===== config.mk =====
export PLATFORM = sky130hd
export DESIGN_NAME = read_pair_overlap_finder_unit
export DESIGN_NICKNAME = d
export VERILOG_FILES = /design/src/hw/rtl/rpof_pkg.sv /design/src/hw/rtl/rpof_store.sv /design/src/hw/rtl/read_pair_overlap_finder_unit.sv
export SDC_FILE = /design/constraint.sdc
export NUM_CORES = 2
export LEC_CHECK = 0
export ABC_AREA = 1
export BUFFER_PORTS_ARGS = -buffer_cell sky130_fd_sc_hd__clkbuf_2
export CAP_MARGIN = 20
export CELL_PAD_IN_SITES_DETAIL_PLACEMENT = 1
export CELL_PAD_IN_SITES_GLOBAL_PLACEMENT = 1
export CORE_MARGIN = 2
export CORE_UTILIZATION = 46
export CTS_CLUSTER_DIAMETER = 120
export CTS_CLUSTER_SIZE = 40
export DETAILED_ROUTE_END_ITERATION = 10
export HOLD_SLACK_MARGIN = 0.03
export PLACE_DENSITY_LB_ADDON = 0.08
export SYNTH_ARGS = -nofsm -noshare
export SYNTH_HDL_FRONTEND = slang
export SYNTH_SLANG_ARGS = --single-unit

===== constraint.sdc =====
create_clock -name i_clk -period 4.55 [get_ports i_clk]
set_input_delay 0.6825 -clock i_clk [delete_from_list [all_inputs] [get_ports i_clk]]
set_output_delay 0.6825 -clock i_clk [all_outputs]
set_load 0.05 [all_outputs]

===== src/hw/rtl/rpof_pkg.sv =====
package rpof_pkg;

    localparam int MAX_LEN_DEF = 256;

    localparam int BASE_W  = 3;
    localparam int RATE_W  = 16;
    localparam int MINOV_W = 9;
    localparam int OUT_W   = 9;

    // configuration register indexes
    localparam logic CFG_RATE  = 1'b0;
    localparam logic CFG_MINOV = 1'b1;

    // which read a base belongs to
    localparam logic READ_ONE = 1'b0;
    localparam logic READ_TWO = 1'b1;

    localparam logic [RATE_W-1:0]  RATE_RST  = 16'd6554;
    localparam logic [MINOV_W-1:0] MINOV_RST = 9'd10;

    typedef enum logic [2:0] {
        ST_IDLE,
        ST_SETUP,
        ST_CMP,
        ST_DRAIN,
        ST_CHECK,
        ST_FINISH
    } t_state;

    // read 1 base against the complement of read 2 base; any non-ACGT is a miss
    function automatic logic base_miss(input logic [BASE_W-1:0] a,
                                       input logic [BASE_W-1:0] b);
        logic mis;
        mis = a[2] | b[2] | (a[1:0] != ~b[1:0]);
        return mis;
    endfunction

endpackage


===== src/hw/rtl/rpof_store.sv =====
module rpof_store #(
    parameter int DEPTH = rpof_pkg::MAX_LEN_DEF,
    parameter int AW    = $clog2(DEPTH)
) (
    input  logic                      i_clk,
    input  logic                      i_we,
    input  logic [AW-1:0]             i_waddr,
    input  logic [rpof_pkg::BASE_W-1:0] i_wdata,
    input  logic                      i_re,
    input  logic [AW-1:0]             i_raddr,
    output logic [rpof_pkg::BASE_W-1:0] o_rdata
);

    logic [rpof_pkg::BASE_W-1:0] r_mem [DEPTH];
    logic [rpof_pkg::BASE_W-1:0] r_rdata;

    always_ff @(posedge i_clk) begin
        if (i_we) begin
            r_mem[i_waddr] <= i_wdata;
        end
        if (i_re) begin
            r_rdata <= r_mem[i_raddr];
        end
    end

    assign o_rdata = r_rdata;

endmodule


===== src/hw/rtl/read_pair_overlap_finder_unit.sv =====
// Overlap finder for the two reads of a paired-end fragment.
// Input stream: one base per item. tuser selects the read (0 = read 1,
// 1 = read 2), tlast marks the final base of that read, tdata[2:0] is the
// base code (A C G T, anything else is N); bases load back to back while idle.
// The final base of read 2 starts a search over overlap lengths from
// min(len1, len2) down to min_overlap; the input is not ready meanwhile.
// One compare unit reads both base stores once per cycle; a tried length L
// is read out in the compare state, then passes the drain and check states
// before the next shorter length is tried or the search ends.
// Output stream: exactly one item per search, with found, overlap length and
// mismatch count. It sits in an output register, so loading of the next pair
// goes on while it waits; a second search result waits in the block until
// the receiver takes the first one.
// Configuration: write port, index 0 = mismatch rate (Q0.16), index 1 =
// min overlap. Write only while no search is running.
// Reset: rate 6554, min overlap 10, both reads empty, no output item. The
// base stores are not cleared; only loaded positions are ever read.
module read_pair_overlap_finder_unit #(
    parameter int MAX_LEN = rpof_pkg::MAX_LEN_DEF
) (
    input  logic        i_clk,
    input  logic        i_rst_n,

    input  logic        s_axis_tvalid,
    output logic        s_axis_tready,
    input  logic [7:0]  s_axis_tdata,   // [2:0] base, [7:3] zero
    input  logic        s_axis_tuser,   // [0] read select: 0 = read 1, 1 = read 2
    input  logic        s_axis_tlast,

    output logic        m_axis_tvalid,
    input  logic        m_axis_tready,
    output logic [23:0] m_axis_tdata,   // [0] found, [9:1] overlap_length,
                                        // [18:10] mismatch_count, [23:19] zero

    input  logic        i_cfg_we,
    input  logic        i_cfg_idx,
    input  logic [15:0] i_cfg_wdata
);

    localparam int AW = $clog2(MAX_LEN);
    localparam int LW = $clog2(MAX_LEN + 1);
    localparam int CW = (LW > rpof_pkg::MINOV_W) ? LW : rpof_pkg::MINOV_W;
    localparam int BW = rpof_pkg::BASE_W;
    localparam int OW = rpof_pkg::OUT_W;

    rpof_pkg::t_state r_state, n_state;

    logic [rpof_pkg::RATE_W-1:0]  r_rate;
    logic [rpof_pkg::MINOV_W-1:0] r_minov;

    logic [LW-1:0] r_len1, n_len1, r_len2, n_len2;
    logic          r_rst1, n_rst1, r_rst2, n_rst2;
    logic [LW-1:0] r_span, n_span, r_left, n_left;
    logic [AW-1:0] r_a1, n_a1, r_a2, n_a2;
    logic [LW-1:0] r_miss, n_miss;
    logic [LW-1:0] r_limit;
    logic          r_cmp_vld;
    logic          r_res_found, n_res_found;
    logic [OW-1:0] r_res_len, n_res_len, r_res_miss, n_res_miss;
    logic          r_out_vld, n_out_vld;
    logic          r_out_found, n_out_found;
    logic [OW-1:0] r_out_len, n_out_len, r_out_miss, n_out_miss;

    logic          w_acc;
    logic [BW-1:0] w_base;
    logic [LW-1:0] w_eff1, w_eff2;
    logic          w_we1, w_we2;
    logic          w_rd_en;
    logic [BW-1:0] w_rd1, w_rd2;
    logic [LW-1:0] w_top;
    logic [rpof_pkg::MINOV_W-1:0] w_low;
    logic [LW+15:0] w_prod;
    logic [LW-1:0] w_span_dec;

    assign w_acc  = s_axis_tvalid & s_axis_tready;
    assign w_base = s_axis_tdata[BW-1:0];
    assign w_eff1 = r_rst1 ? '0 : r_len1;
    assign w_eff2 = r_rst2 ? '0 : r_len2;
    assign w_we1  = w_acc & (s_axis_tuser == rpof_pkg::READ_ONE) & (w_eff1 < LW'(MAX_LEN));
    assign w_we2  = w_acc & (s_axis_tuser == rpof_pkg::READ_TWO) & (w_eff2 < LW'(MAX_LEN));
    assign w_rd_en = (r_state == rpof_pkg::ST_CMP);

    assign w_top  = (r_len1 < r_len2) ? r_len1 : r_len2;
    assign w_low  = (r_minov == '0) ? rpof_pkg::MINOV_W'(1) : r_minov;
    assign w_prod = (LW+16)'(r_span) * (LW+16)'(r_rate);
    assign w_span_dec = r_span - 1'b1;

    rpof_store #(.DEPTH(MAX_LEN), .AW(AW)) u_store1 (
        .i_clk   (i_clk),
        .i_we    (w_we1),
        .i_waddr (w_eff1[AW-1:0]),
        .i_wdata (w_base),
        .i_re    (w_rd_en),
        .i_raddr (r_a1),
        .o_rdata (w_rd1)
    );

    rpof_store #(.DEPTH(MAX_LEN), .AW(AW)) u_store2 (
        .i_clk   (i_clk),
        .i_we    (w_we2),
        .i_waddr (w_eff2[AW-1:0]),
        .i_wdata (w_base),
        .i_re    (w_rd_en),
        .i_raddr (r_a2),
        .o_rdata (w_rd2)
    );

    always_comb begin
        n_state     = r_state;
        n_len1      = r_len1;
        n_len2      = r_len2;
        n_rst1      = r_rst1;
        n_rst2      = r_rst2;
        n_span      = r_span;
        n_left      = r_left;
        n_a1        = r_a1;
        n_a2        = r_a2;
        n_miss      = r_miss;
        n_res_found = r_res_found;
        n_res_len   = r_res_len;
        n_res_miss  = r_res_miss;
        n_out_vld   = r_out_vld & ~m_axis_tready;
        n_out_found = r_out_found;
        n_out_len   = r_out_len;
        n_out_miss  = r_out_miss;

        // compare result lands in the cycle after its read
        if (r_cmp_vld && rpof_pkg::base_miss(w_rd1, w_rd2)) begin
            n_miss = r_miss + 1'b1;
        end

        unique case (r_state)
            rpof_pkg::ST_IDLE: begin
                if (w_acc) begin
                    if (s_axis_tuser == rpof_pkg::READ_ONE) begin
                        n_len1 = w_we1 ? LW'(w_eff1 + 1'b1) : w_eff1;
                        n_rst1 = s_axis_tlast;
                    end else begin
                        n_len2 = w_we2 ? LW'(w_eff2 + 1'b1) : w_eff2;
                        n_rst2 = s_axis_tlast;
                        if (s_axis_tlast) begin
                            n_state = rpof_pkg::ST_SETUP;
                        end
                    end
                end
            end
            rpof_pkg::ST_SETUP: begin
                if (CW'(w_top) < CW'(w_low)) begin
                    n_res_found = 1'b0;
                    n_res_len   = '0;
                    n_res_miss  = '0;
                    n_state     = rpof_pkg::ST_FINISH;
                end else begin
                    n_span  = w_top;
                    n_left  = w_top;
                    n_a1    = AW'(r_len1 - w_top);
                    n_a2    = AW'(r_len2 - 1'b1);
                    n_miss  = '0;
                    n_state = rpof_pkg::ST_CMP;
                end
            end
            rpof_pkg::ST_CMP: begin
                n_a1   = r_a1 + 1'b1;
                n_a2   = r_a2 - 1'b1;
                n_left = r_left - 1'b1;
                if (r_left == LW'(1)) begin
                    n_state = rpof_pkg::ST_DRAIN;
                end
            end
            rpof_pkg::ST_DRAIN: begin
                n_state = rpof_pkg::ST_CHECK;
            end
            rpof_pkg::ST_CHECK: begin
                if (r_miss <= r_limit) begin
                    n_res_found = 1'b1;
                    n_res_len   = OW'(r_span);
                    n_res_miss  = OW'(r_miss);
                    n_state     = rpof_pkg::ST_FINISH;
                end else if (CW'(r_span) <= CW'(w_low)) begin
                    n_res_found = 1'b0;
                    n_res_len   = '0;
                    n_res_miss  = '0;
                    n_state     = rpof_pkg::ST_FINISH;
                end else begin
                    n_span  = w_span_dec;
                    n_left  = w_span_dec;
                    n_a1    = AW'(r_len1 - w_span_dec);
                    n_a2    = AW'(r_len2 - 1'b1);
                    n_miss  = '0;
                    n_state = rpof_pkg::ST_CMP;
                end
            end
            rpof_pkg::ST_FINISH: begin
                // wait for the output register to be free
                if (!r_out_vld || m_axis_tready) begin
                    n_out_vld   = 1'b1;
                    n_out_found = r_res_found;
                    n_out_len   = r_res_len;
                    n_out_miss  = r_res_miss;
                    n_state     = rpof_pkg::ST_IDLE;
                end
            end
            default: begin
                n_state = rpof_pkg::ST_IDLE;
            end
        endcase
    end

    always_ff @(posedge i_clk) begin
        if (!i_rst_n) begin
            r_state <= rpof_pkg::ST_IDLE;
        end else begin
            r_state <= n_state;
        end
    end

    always_ff @(posedge i_clk) begin
        if (!i_rst_n) begin
            r_rate    <= rpof_pkg::RATE_RST;
            r_minov   <= rpof_pkg::MINOV_RST;
            r_len1    <= '0;
            r_len2    <= '0;
            r_rst1    <= 1'b1;
            r_rst2    <= 1'b1;
            r_out_vld <= 1'b0;
            r_cmp_vld <= 1'b0;
        end else begin
            if (i_cfg_we) begin
                unique case (i_cfg_idx)
                    rpof_pkg::CFG_RATE:  r_rate  <= i_cfg_wdata;
                    rpof_pkg::CFG_MINOV: r_minov <= i_cfg_wdata[rpof_pkg::MINOV_W-1:0];
                    default: ;
                endcase
            end
            r_len1    <= n_len1;
            r_len2    <= n_len2;
            r_rst1    <= n_rst1;
            r_rst2    <= n_rst2;
            r_out_vld <= n_out_vld;
            r_cmp_vld <= w_rd_en;
        end
    end

    always_ff @(posedge i_clk) begin
        r_span      <= n_span;
        r_left      <= n_left;
        r_a1        <= n_a1;
        r_a2        <= n_a2;
        r_miss      <= n_miss;
        r_limit     <= w_prod[LW+15:16];
        r_res_found <= n_res_found;
        r_res_len   <= n_res_len;
        r_res_miss  <= n_res_miss;
        r_out_found <= n_out_found;
        r_out_len   <= n_out_len;
        r_out_miss  <= n_out_miss;
    end

    assign s_axis_tready = (r_state == rpof_pkg::ST_IDLE);
    assign m_axis_tvalid = r_out_vld;
    assign m_axis_tdata  = {5'b0, r_out_miss, r_out_len, r_out_found};

endmodule

==> run metrics <==
distinct cell type count after synthesis 54; layout cells sized above 1 just over 5%; final setup fails 0; Tot GR Track Use 25.0%; Required @ worst endpoint approximately 5.1 ns; Peak VDD IR between 300 and 400 uV; Least-Margin Pin Slew 1.09 ns; Sink Count 1682; Reg power frac between 40% and 50%; Max Freq between 200 and 250 MHz; Rows roughly 150; WL per Instance 23.6 um; synthesis warning total 0; area of the multi-input gates 0.0224 mm^2; IO Pins 58; Routed WL roughly 210000 um; CTS buffer count between 50 and 60; design area 0.0800 mm^2; core box area approximately 0.16 mm^2; final worst-path cycle share between 90% and 100%; CP top delay family adder cells; arrival time at the worst endpoint 4.91 ns; dominant synthesized flop cell edfxtp_1; vias in the first global route between 50000 and 60000; Layout Skew 0.0660 ns; initial antenna violation count 4; HP Class primary input to flop; Cell Int Power ~24 mW; largest cells by area after synthesis edfxtp_1 (64%), nand2_1 (6.1%), nor2_1 (5.7%), nand3_1 (5.2%), o21ai_0 (3.6%); clock insertion delay at the later pin of the skew report approximately 0.75 ns; max-slew violations 0; post-synth top area cell edfxtp_1; Worst path max stage delay between 0.5 and 0.6 ns; first-pass GRT wire length 321000 um; Startpoint Class flop; Crit Path Max Fanout 10; mean post-synth cell area between 10 and 15 um^2; Mapped Area 0.0756 mm^2; Final Hold Viols 0; sw power roughly 14 mW; outcome finished, final reports clean; kind of end point of the critical path flop; clk root buf clkbuf_16; Max-cap violations 0; vias per cell between 5 and 6; most common cell in the netlist edfxtp_1; Layout area overhead 5.73%; Layout Nets 7007; commonest cells in the netlist edfxtp_1 (1614), nand2_1 (1237), nor2_1 (1147), nand3_1 (789), o21ai_0 (541); Final ANT Viol Nets 0; register area approximately 0.050 mm^2; Die X slightly above 400 um; RD Place Congestion 0.818; Final Worst Setup Slack between 0.2 and 0.25 ns; Syn Inst Count roughly 7000; worst relative slew slack between 20% and 30%; Longest Clk Path Bufs 3; setup TNS 0 ns; clock share of power around a fifth; placed cell areas 0.0781 mm^2; CTS tree built; worst-path cell chain nand2_1, fa_1, inv_1, fa_1, fa_1, inv_1, fa_1, inv_1, ha_1, nand2_1, nor4_1, nand2_1, nand2_1, nand2_1, nand3_1, nand2_1; Fillers between 15000 and 20000; Initial Util ~46%; final core occ 49.1%; DR DRC count 0; CTS clk-pin slew, worst paths roughly 0.13 ns; WS Path Type flop to flop; CP bufs+invs 3; die area between 0.15 and 0.2 mm^2; H-tree level count 2; leak pwr ~28 nW; Place WS approximately 0.06 ns; Die H 409 um; PD cells 472 mW/mm^2; register bit count reported by yosys between 1500 and 2000; Post-synth EDFFs around 1600; Buffers on Ports 47; Synth async-reset ratio 0%; total gr overflow 0; Final Critical Period approximately 4.3 ns; Sw Ratio between 30% and 40%; most used cell, CP nand2_1; Gate power share 34.4%; Seq/Total Area, Yosys 65.9%; Ant. Diodes 0; Initial DRC Count roughly 4000; DP HPWL 131000 um; slowest library cell on the worst path dfxtp_1; pin count of the biggest net entering global routing 190; area share of the largest cell type after synthesis between 60% and 70%; Vias approximately 51000; drt pass-1 iters 5
-- layout by cell type (no fill, tap or decap), types with 17 or more instances in the layout --
cell type     n
o21ai_0     540
ha_1         96
xor2_1       24
nand3_1     788
fa_1         99
o22ai_1      90
nor3_1       31
edfxtp_1   1614
nand2_1    1222
clkbuf_16    53
nand2_2      17
o211ai_1     99
buf_4        99
buf_12       40
nor2_2       40
clkbuf_1     18
nor2_1     1146
a21oi_1     124
clkbuf_2     44
inv_1       386
dfxtp_1      62
-- stage by stage --
| step | instances | hold slack, ns | power (mW) |
|---|---|---|---|
| 6_report | 8987 | 0.150 | 37.7 |
| 5_1_grt | 8987 | 0.128 | 40.0 |
| 4_1_cts | 8978 | 0.0867 | 38.0 |
| 3_5_place_dp | 8890 | 0.405 | 31.0 |
| 3_3_place_gp | 8890 | 0.404 | 30.7 |
| 2_1_floorplan | 6981 | 0.400 | 26.7 |
-- flip-flops by register name, indices dropped and copies added, names as in the netlist, 8 cells and up --
signal          cells
r_a1                8
r_a2                8
r_left              9
r_len1              9
r_len2              9
r_limit             9
r_minov             9
r_miss              9
r_out_len           9
r_out_miss          9
r_rate             16
r_res_len           9
r_res_miss          9
r_span              9
u_store1.r_mem    768
u_store2.r_mem    768
-- worst paths after layout --
path,slack (ns),startpoint,endpoint,cells after the start
worst min register to register,0.39,r_res_len[6],r_out_len[6],0
worst min-delay path,0.15,i_cfg_wdata[11],r_rate[11],3
worst max register to register,0.23,r_rate[13],r_limit[4],16
worst max-delay path,0.23,r_rate[13],r_limit[4],16
-- cell type report --
type	instances	share of cell area, %
repair buffers	186	2.26
multi-input cells	4454	28.0
flip-flops and latches	1682	62.3
well taps	2175	3.40
clock buffers	72	1.76
inverters	404	1.92
clock inverters	14	0.315
-- cells by family after synthesis --
logic type	Yosys count	synth area share, %
other	1	0.00496
muxes	1	0.0132
and+or+nand+nor	3306	18.2
xor gates and xnor gates	28	0.324
buffers and inverters	845	4.61
AOI/OAI and AO/OA	919	6.74
DFF	1682	65.9
adders and majority gates	195	4.21
-- repair_timing --
item | 4_1_cts | 5_1_grt
setup endpoints to repair | 1 | 34
resized for setup | 0 | 11
hold buffers | 0 | 0
buffers inserted | 2 | 8
-- worst min-delay path: cells and delay by family --
kind	cells	cell delay, ns
simple gates	2	0.10
buf+inv	1	0.07
-- metal layers --
metal / share of wire (%) / global-route usage [%]
met5: 0.0057 / 0
met1: 43 / 33.8
met4: 2.4 / 5.74
met2: 50 / 43.5
met3: 4.5 / 2.68
-- power by group through the flow --
stage	combinational [mW]	clock, mW	sequential, mW
final	13.0	7.04	17.7
after global routing	14.6	7.61	17.7
after CTS	13.1	7.20	17.7
after detailed placement	13.0	0	18.1
after global placement	12.7	0	18.1
after floorplan	8.79	0	17.9
Power figures use the tool's default switching activity.
